<file path="src/hdl/mctr_pkg.sv">
// Shared constants, types and font function of the LED matrix clock.
package mctr_pkg;

  localparam int unsigned PeriodW   = 20;
  localparam int unsigned SubsecW   = 20;
  localparam int unsigned SecondW   = 6;
  localparam int unsigned MinuteW   = 11;
  localparam int unsigned RowW      = 4;
  localparam int unsigned RowBitsW  = 16;

  localparam logic [PeriodW-1:0] PeriodReset = 20'd524288;
  localparam logic [20:0]        UsPerSecond = 21'd1000000;
  localparam logic [20:0]        UsTwoSecond = 21'd2000000;
  localparam logic [6:0]         SecPerMin   = 7'd60;
  localparam logic [MinuteW-1:0] MinPerDay   = 11'd1440;

  // Multiply-and-shift reciprocals for the exact ranges used here.
  localparam logic [10:0] RecipSixty = 11'd1093;
  localparam logic [7:0]  RecipTen   = 8'd205;

  localparam logic [0:0] OpTick = 1'b0;
  localparam logic [0:0] OpRead = 1'b1;

  localparam logic [14:0] Glyph [10] = '{
    15'd31599, 15'd25746, 15'd29671, 15'd29391, 15'd23497,
    15'd31183, 15'd31215, 15'd29257, 15'd31727, 15'd31695
  };

  typedef struct packed {
    logic [SubsecW-1:0] subsec;
    logic [SecondW-1:0] seconds;
    logic [MinuteW-1:0] minutes;
  } time_t;

  typedef struct packed {
    logic [RowBitsW-1:0] row_bits;
    logic [RowW-1:0]     row_echo;
    logic [MinuteW-1:0]  minute_of_day;
    logic [SecondW-1:0]  second_now;
  } result_t;

  function automatic logic [2:0] glyph_slice(logic [3:0] digit, logic [2:0] line);
    logic [14:0] g;
    logic [2:0]  s;
    g = (digit < 4'd10) ? Glyph[digit] : 15'd0;
    case (line)
      3'd0:    s = g[14:12];
      3'd1:    s = g[11:9];
      3'd2:    s = g[8:6];
      3'd3:    s = g[5:3];
      3'd4:    s = g[2:0];
      default: s = 3'd0;
    endcase
    return s;
  endfunction

endpackage

</file>
<file path="src/hdl/mctr_if.sv">
// Valid/ready channel interfaces for input items and result items.
interface mctr_in_if;
  logic       valid;
  logic       ready;
  logic [0:0] opcode;
  logic [3:0] row_select;

  modport source (output valid, output opcode, output row_select, input ready);
  modport sink (input valid, input opcode, input row_select, output ready);
endinterface

interface mctr_out_if;
  logic        valid;
  logic        ready;
  logic [15:0] row_bits;
  logic [3:0]  row_echo;
  logic [10:0] minute_of_day;
  logic [5:0]  second_now;

  modport source (output valid, output row_bits, output row_echo, output minute_of_day,
                  output second_now, input ready);
  modport sink (input valid, input row_bits, input row_echo, input minute_of_day,
                input second_now, output ready);
endinterface

</file>
<file path="src/hdl/mctr_time.sv">
// Time-of-day registers, tick period register and tick carry chain.
module mctr_time
  import mctr_pkg::*;
(
  input  logic               clk_i,
  input  logic               rst_ni,
  input  logic               period_we_i,
  input  logic [PeriodW-1:0] period_i,
  input  logic               tick_i,
  output time_t              cur_o,
  output time_t              nxt_o
);

  logic [PeriodW-1:0] period_q;
  time_t              time_q;
  logic [20:0]        sum;
  logic [1:0]         carry;
  logic [20:0]        sub_d;
  logic [6:0]         sec_sum;
  logic               min_inc;
  logic [MinuteW-1:0] min_sum;

  always_comb begin
    sum = 21'(time_q.subsec) + 21'(period_q);
    if (sum >= UsTwoSecond) begin
      carry = 2'd2;
      sub_d = sum - UsTwoSecond;
    end else if (sum >= UsPerSecond) begin
      carry = 2'd1;
      sub_d = sum - UsPerSecond;
    end else begin
      carry = 2'd0;
      sub_d = sum;
    end
    sec_sum = 7'(time_q.seconds) + 7'(carry);
    min_inc = (sec_sum >= SecPerMin);
    if (min_inc) begin
      sec_sum = sec_sum - SecPerMin;
    end
    min_sum = time_q.minutes + MinuteW'(min_inc);
    if (min_sum == MinPerDay) begin
      min_sum = '0;
    end
    nxt_o.subsec  = sub_d[SubsecW-1:0];
    nxt_o.seconds = sec_sum[SecondW-1:0];
    nxt_o.minutes = min_sum;
  end

  assign cur_o = time_q;

  always_ff @(posedge clk_i or negedge rst_ni) begin
    if (!rst_ni) begin
      period_q <= PeriodReset;
      time_q   <= '0;
    end else begin
      if (period_we_i) begin
        period_q <= period_i;
      end
      if (tick_i) begin
        time_q <= nxt_o;
      end
    end
  end

endmodule

</file>
<file path="src/hdl/mctr_render.sv">
// Renders one row of the clock face from the current minutes and seconds.
module mctr_render
  import mctr_pkg::*;
(
  input  logic [MinuteW-1:0]  minutes_i,
  input  logic [SecondW-1:0]  seconds_i,
  input  logic [RowW-1:0]     row_i,
  output logic [RowBitsW-1:0] row_bits_o
);

  logic [21:0]        hour_prod;
  logic [4:0]         hours;
  logic [MinuteW-1:0] hour_mins;
  logic [5:0]         mins;
  logic [5:0]         value;
  logic [13:0]        tens_prod;
  logic [2:0]         tens;
  logic [5:0]         units;
  logic [2:0]         line;
  logic               digits_on;
  logic [6:0]         sec;
  logic [6:0]         row_w;
  logic [RowBitsW-1:0] bits;

  always_comb begin
    hour_prod = 22'(minutes_i) * 22'(RecipSixty);
    hours     = hour_prod[20:16];
    hour_mins = MinuteW'(hours) * MinuteW'(SecPerMin);
    mins      = 6'(minutes_i - hour_mins);

    digits_on = 1'b1;
    if (row_i inside {[4'd2:4'd6]}) begin
      value = 6'(hours);
      line  = 3'(row_i - 4'd2);
    end else if (row_i inside {[4'd9:4'd13]}) begin
      value = mins;
      line  = 3'(row_i - 4'd9);
    end else begin
      value     = '0;
      line      = '0;
      digits_on = 1'b0;
    end

    tens_prod = 14'(value) * 14'(RecipTen);
    tens      = tens_prod[13:11];
    units     = value - 6'(tens) * 6'd10;

    bits = '0;
    if (digits_on) begin
      bits[11:9] = glyph_slice(4'(tens), line);
      bits[6:4]  = glyph_slice(units[3:0], line);
    end

    sec   = 7'(seconds_i);
    row_w = 7'(row_i);
    for (int b = 0; b < RowBitsW; b++) begin
      if (row_i == 4'd0 && sec >= 7'(RowBitsW - b)) begin
        bits[b] = 1'b1;
      end
      if (row_i == 4'd15 && b >= 1 && sec >= 7'(b + 31)) begin
        bits[b] = 1'b1;
      end
    end
    if (row_i != 4'd0 && sec >= row_w + 7'd16) begin
      bits[0] = 1'b1;
    end
    if (row_i inside {[4'd2:4'd14]} && sec >= 7'd61 - row_w) begin
      bits[15] = 1'b1;
    end
    row_bits_o = bits;
  end

endmodule

</file>
<file path="src/hdl/mctr_skid.sv">
// Result register with a skid entry so the input side keeps flowing.
module mctr_skid
  import mctr_pkg::*;
(
  input  logic             clk_i,
  input  logic             rst_ni,
  input  logic             in_valid_i,
  output logic             in_ready_o,
  input  result_t          in_data_i,
  mctr_out_if.source       out_o
);

  logic    out_valid_q;
  logic    skid_valid_q;
  result_t out_q;
  result_t skid_q;
  logic    accept;
  logic    out_free;

  assign in_ready_o = !skid_valid_q;
  assign accept     = in_valid_i && in_ready_o;
  assign out_free   = !out_valid_q || out_o.ready;

  always_ff @(posedge clk_i or negedge rst_ni) begin
    if (!rst_ni) begin
      out_valid_q  <= 1'b0;
      skid_valid_q <= 1'b0;
    end else if (out_free) begin
      if (skid_valid_q) begin
        out_valid_q  <= 1'b1;
        skid_valid_q <= 1'b0;
      end else begin
        out_valid_q <= accept;
      end
    end else if (accept) begin
      skid_valid_q <= 1'b1;
    end
  end

  always_ff @(posedge clk_i) begin
    if (out_free) begin
      if (skid_valid_q) begin
        out_q <= skid_q;
      end else if (accept) begin
        out_q <= in_data_i;
      end
    end else if (accept) begin
      skid_q <= in_data_i;
    end
  end

  assign out_o.valid         = out_valid_q;
  assign out_o.row_bits      = out_q.row_bits;
  assign out_o.row_echo      = out_q.row_echo;
  assign out_o.minute_of_day = out_q.minute_of_day;
  assign out_o.second_now    = out_q.second_now;

endmodule

</file>
<file path="src/hdl/matrix_clock_time_and_row_render.sv">
// Top level of the LED matrix clock: time keeping and row rendering.
//
// Input items arrive on item_i (valid/ready). Opcode tick adds the tick period
// to the time of day; opcode read renders the row named by row_select.
// Every item gives exactly one result item on result_o, which carries the row
// bits, the row index and the minute and second after the item.
// A tick result shows zero row bits and a zero row index.
// The tick period is written through cfg_we_i and cfg_data_i; the user must do
// so only while idle; the block does not enforce it. Results are registered.
// Throughput is one item per cycle while the skid entry is empty, set by the
// single pass from the time registers through the carry chain or row renderer
// into the result register. When the receiver stalls, one further item is
// taken into a skid entry, and item_i.ready then falls until the result
// register drains. Reset clears the time to midnight, sets the tick period to
// 524288 us and empties the result stages.
module matrix_clock_time_and_row_render
  import mctr_pkg::*;
(
  input  logic               clk_i,
  input  logic               rst_ni,
  input  logic               cfg_we_i,
  input  logic [PeriodW-1:0] cfg_data_i,
  mctr_in_if.sink            item_i,
  mctr_out_if.source         result_o
);

  logic    in_ready;
  logic    accept;
  logic    tick;
  time_t   cur_time;
  time_t   nxt_time;
  logic [RowBitsW-1:0] rendered;
  result_t result;

  assign item_i.ready = in_ready;
  assign accept       = item_i.valid && in_ready;
  assign tick         = accept && (item_i.opcode == OpTick);

  mctr_time u_time (
    .clk_i       (clk_i),
    .rst_ni      (rst_ni),
    .period_we_i (cfg_we_i),
    .period_i    (cfg_data_i),
    .tick_i      (tick),
    .cur_o       (cur_time),
    .nxt_o       (nxt_time)
  );

  mctr_render u_render (
    .minutes_i  (cur_time.minutes),
    .seconds_i  (cur_time.seconds),
    .row_i      (item_i.row_select),
    .row_bits_o (rendered)
  );

  always_comb begin
    if (item_i.opcode == OpRead) begin
      result.row_bits      = rendered;
      result.row_echo      = item_i.row_select;
      result.minute_of_day = cur_time.minutes;
      result.second_now    = cur_time.seconds;
    end else begin
      result.row_bits      = '0;
      result.row_echo      = '0;
      result.minute_of_day = nxt_time.minutes;
      result.second_now    = nxt_time.seconds;
    end
  end

  mctr_skid u_skid (
    .clk_i      (clk_i),
    .rst_ni     (rst_ni),
    .in_valid_i (item_i.valid),
    .in_ready_o (in_ready),
    .in_data_i  (result),
    .out_o      (result_o)
  );

endmodule

</file>
<file path="src/flat_wrapper.sv">
// flat-port wrapper written by rule: the top's interface ports become plain ports
module matrix_clock_time_and_row_render_flat import mctr_pkg::*;
  (clk_i, rst_ni, cfg_we_i, cfg_data_i, item_i_valid, item_i_opcode, item_i_row_select, item_i_ready, result_o_valid, result_o_row_bits, result_o_row_echo, result_o_minute_of_day, result_o_second_now, result_o_ready);
  mctr_in_if item_i_i ();
  mctr_out_if result_o_i ();
  input  logic clk_i;
  input  logic rst_ni;
  input  logic cfg_we_i;
  input  logic [PeriodW-1:0] cfg_data_i;
  input wire logic [$bits(item_i_i.valid)-1:0] item_i_valid;
  input wire logic [$bits(item_i_i.opcode)-1:0] item_i_opcode;
  input wire logic [$bits(item_i_i.row_select)-1:0] item_i_row_select;
  output wire logic [$bits(item_i_i.ready)-1:0] item_i_ready;
  output wire logic [$bits(result_o_i.valid)-1:0] result_o_valid;
  output wire logic [$bits(result_o_i.row_bits)-1:0] result_o_row_bits;
  output wire logic [$bits(result_o_i.row_echo)-1:0] result_o_row_echo;
  output wire logic [$bits(result_o_i.minute_of_day)-1:0] result_o_minute_of_day;
  output wire logic [$bits(result_o_i.second_now)-1:0] result_o_second_now;
  input wire logic [$bits(result_o_i.ready)-1:0] result_o_ready;
  assign item_i_i.valid = item_i_valid;
  assign item_i_i.opcode = item_i_opcode;
  assign item_i_i.row_select = item_i_row_select;
  assign item_i_ready = item_i_i.ready;
  assign result_o_valid = result_o_i.valid;
  assign result_o_row_bits = result_o_i.row_bits;
  assign result_o_row_echo = result_o_i.row_echo;
  assign result_o_minute_of_day = result_o_i.minute_of_day;
  assign result_o_second_now = result_o_i.second_now;
  assign result_o_i.ready = result_o_ready;
  matrix_clock_time_and_row_render u_core (.clk_i(clk_i), .rst_ni(rst_ni), .cfg_we_i(cfg_we_i), .cfg_data_i(cfg_data_i), .item_i(item_i_i), .result_o(result_o_i));
endmodule
</file>
<file path="config.mk">
export PLATFORM = sky130hd
export DESIGN_NAME = matrix_clock_time_and_row_render_flat
export DESIGN_NICKNAME = d
export VERILOG_FILES = /design/src/hdl/mctr_pkg.sv /design/src/hdl/mctr_if.sv /design/src/hdl/mctr_time.sv /design/src/hdl/mctr_render.sv /design/src/hdl/mctr_skid.sv /design/src/hdl/matrix_clock_time_and_row_render.sv /design/src/flat_wrapper.sv
export SDC_FILE = /design/constraint.sdc
export NUM_CORES = 1
export LEC_CHECK = 0
export ABC_AREA = 1
export ABC_CLOCK_PERIOD_IN_PS = 11950
export BUFFER_PORTS_ARGS = -buffer_cell sky130_fd_sc_hd__buf_2
export CORE_MARGIN = 4
export CORE_UTILIZATION = 40
export CTS_BUF_LIST = sky130_fd_sc_hd__clkbuf_16
export DETAILED_ROUTE_END_ITERATION = 10
export PLACE_DENSITY_LB_ADDON = 0.12
export SLEW_MARGIN = 20
export SYNTH_ARGS = -nofsm -noshare
export SYNTH_HDL_FRONTEND = slang
export SYNTH_SLANG_ARGS = --single-unit
</file>
<file path="constraint.sdc">
create_clock -name clk_i -period 11.95 [get_ports clk_i]
set_clock_uncertainty 0.2 [all_clocks]
set_input_delay 2.39 -clock clk_i [delete_from_list [all_inputs] [get_ports clk_i]]
set_output_delay 2.39 -clock clk_i [all_outputs]
set_load 0.05 [all_outputs]
</file>
==> impl_results.md <==
- Post-synth top area share: 19.9%
- Core footprint: 0.0272 mm²
- Initial Util: 41.0%
- PostCTS Resize Cnt: 0
- Clock Power Share: 21.6%
- Vias: 8989
- Outcome: complete, no violations
- Post-layout util: 46.1%
- Fin crit share: 81.2%
- Total GRT Usage: 17.0%
- Net Count, Synth: 1585
- Most common flop cell mapped by yosys: edfxtp_1
- Max IR drop VDD: 130 µV
- Post-route DRC: 0
- RSZ-0062 raised after global routing: no
- Non-Filler Instances: 1845
- Switch Pwr: 0.00126 W
- DRT antenna net count: 0
- Setup repair bufs after CTS: 0
- Syn-to-layout area delta: 12.3%
- CP Capture Type: register
- Largest cells by area after synthesis: edfxtp_1, ha_1, nand2_1
- Final Slew Violations: 0
- Critical path buffer and inverter count: 8
- FF+latch count, synth: 133
- Post-Route WL: 25.6 mm
- Combinational power share: 55.5%
- Final Hold Vio Count: 0
- Max-Cap Viols: 0
- Arrival time at the worst endpoint: 9690 ps
- Post-layout min period: 9710 ps
- Ant. Diodes: 0
- Crit-path max cell delay: 510 ps
- Post-CTS Hold Fix Bufs: 0
- Crit path top cell by count: nand2_1
- P_leak: 6.31 nW
- Vias in the first global route: 8818
- PwrDens: 217 mW/mm²
- Setup_tns: 0 ps
- Placed cell count: 1812
- CTS tree: yes
- Mapped Area: 0.0111 mm²
- CP max FO: 9
- Ys Warns: 0
- Switching fraction of total power: 46.4%
- Cell taking the most area after synthesis: edfxtp_1
- Setup crit start kind: register
- F_max: 103 MHz
- Setup CP Type: reg -> reg
- Internal power: 0.00146 W
- Post-synth EDFFs: 74
- GRT overflow: 0
- Distinct cells, synth: 60
- CP max stage cell: fa_1
- # rows: 60
- Die H: 175 µm
- Sequential area share after synthesis: 33.2%
- FILL cells: 2766
- Htree depth: 4
- Family with the most delay on the worst path: adder cells
- CTS root buf: clkbuf_16
- Length of the first detailed-routing pass in iterations: 5
- Post-synth top cells: nand2_1, inv_1, ha_1, o21ai_0, edfxtp_1
- HP Class: reg -> reg
- Iter 0 DRT Violations: 435
- Vias/cell: 4.87
- First-pass GRT wire length: 43.1 mm
- Asr flop ratio synth: 44.4%
- Rel. slew slack: 33.4%
- # IOs: 69
- Cell with the most instances after synthesis: nand2_1
- Num CTS Buffers: 17
- Share of cells above drive strength 1: 12.8%
- Required time of the critical path: 11930 ps
- Final setup fails: 0
- Largest net degree at the start of global routing: 60
- Die width: 175 µm
- Clk slew on worst S/H paths: 70 ps
- Worst-margin pin slew: 996 ps
- Clock Tree Buf Depth: 2
- DIE AREA: 0.0306 mm²
- CTS Sinks: 133
- Number of nets in the layout: 1644
- Antenna violations before repair: 0
- Post-DP HPWL: 19.3 mm
- Port bufs: 68
- Post-Syn Area per Cell: 7.95 µm²
- GPL Wtd Cong: 0.868
- Clk_lat worst skew: 430 ps
- Cells after Synth: 1401
- Routed WL per cell: 13.9 µm
- Sequential power share: 22.9%
-- routing by layer --
layer | track usage [%] | vias up | wire length (µm) | share of wire [%]
li1 | - | 4736 | - | -
met1 | 22.8 | 4114 | 12500 | 49
met2 | 29.1 | 119 | 12100 | 47
met3 | 2.90 | 20 | 724 | 2.8
met4 | 3.60 | 0 | 248 | 0.97
met5 | 0 | - | 0 | 0
-- worst register-to-register path: cells and delay by family (launching register included) --
family | cells | cell delay (ps)
AO/OA/AOI/OAI | 6 | 1120
XOR/XNOR | 2 | 330
adder cells (fa/ha/maj) | 14 | 4790
buffers and inverters | 8 | 530
flip-flops | 1 | 500
AND/OR/NAND/NOR | 23 | 2000
-- metrics by stage --
stage	hold WS, ps	area (µm²)	power, W	setup WS (ps)
2_1_floorplan	246	11100	0.00186	3010
3_3_place_gp	259	11800	0.00213	2520
3_5_place_dp	267	11800	0.00214	2320
4_1_cts	282	12500	0.00275	2260
5_1_grt	300	12500	0.00300	1390
6_report	281	12500	0.00272	2240
-- state kept, by name, indices dropped and copies added (netlist names) --
name,flops
u_core.u_skid.skid_q,37
u_core.u_time.cur_o,37
u_core.u_skid.out_o.valid,1
u_core.u_skid.skid_valid_q,1
u_core.u_skid.out_o.row_echo,4
u_core.u_skid.out_o.minute_of_day,11
u_core.u_skid.out_o.second_now,6
u_core.u_skid.out_o.row_bits,16
u_core.u_time.period_q,20
-- power groups by stage --
stage	Clock (W)	Combinational [W]	Sequential (W)
global placement	0	0.00150	0.000631
global route	0.000624	0.00174	0.000633
finish	0.000586	0.00151	0.000623
detailed placement	0	0.00151	0.000633
floorplan	0	0.00119	0.000666
CTS	0.000603	0.00152	0.000624
-- final timing paths --
path	start	endpoint	slack (ps)	depth (start not counted)
worst min-delay path	u_core.u_time.cur_o[17]	u_core.u_time.cur_o[17]	280	2
worst max-delay path	u_core.u_time.cur_o[2]	u_core.u_skid.out_o.row_bits[5]	2240	53
min in group asynchronous	rst_ni	u_core.u_time.cur_o[31]	1950	2
worst min register to register	u_core.u_time.cur_o[17]	u_core.u_time.cur_o[17]	280	2
max in group asynchronous	rst_ni	u_core.u_time.cur_o[13]	9040	2
worst max register to register	u_core.u_time.cur_o[2]	u_core.u_skid.out_o.row_bits[5]	2240	53
-- layout make-up --
class,count,area (µm²),area share (%)
Sequential cell,133,3700,29.6
Timing Repair Buffer,74,405,3.24
Clock buffer,18,450,3.60
Clock inverter,14,198,1.58
Inverter,165,619,4.95
Tap cell,372,465,3.72
Multi-Input combinational cell,1069,6680,53.4
-- kinds of logic (layout without fill, tap and decap cells) --
logic type,after synthesis,count (layout),share of synthesized area [%]
and+or+nand+nor,648,648,24.7
buffers and inverters,199,271,7.01
xor gates and xnor gates,53,53,4.71
DFF,133,133,33.2
muxes,19,19,1.92
adders and majority gates,154,154,18.3
AOI/OAI and AO/OA,195,195,10.1
-- placed cells by master (no fill, tap or decap), types with 3 or more instances in the layout --
cell type  instances
nand2_2           15
o21ai_1           16
nand3_1           70
inv_2             11
edfxtp_1          74
bufinv_16          4
nor2_4             4
dfrtp_1           58
o21a_1             4
xor2_2             3
nand3_2            3
xnor2_1            9
o21ai_2            6
inv_1            152
o21bai_1           5
a21oi_1           59
xor2_1            39
nor3_1            11
inv_6              3
buf_4              5
ha_1             139
o21ai_0           77
clkbuf_16         18
nand2_4            3
o22ai_1            4
and2_1             3
fa_1              15
nor2_2             4
nand2_1          439
mux2_2            19
buf_2             68
clkinv_1           4
nand3b_1           7
a31oi_1            5
nand4_1            8
nor2_1            67
Power figures use the tool's default switching activity.
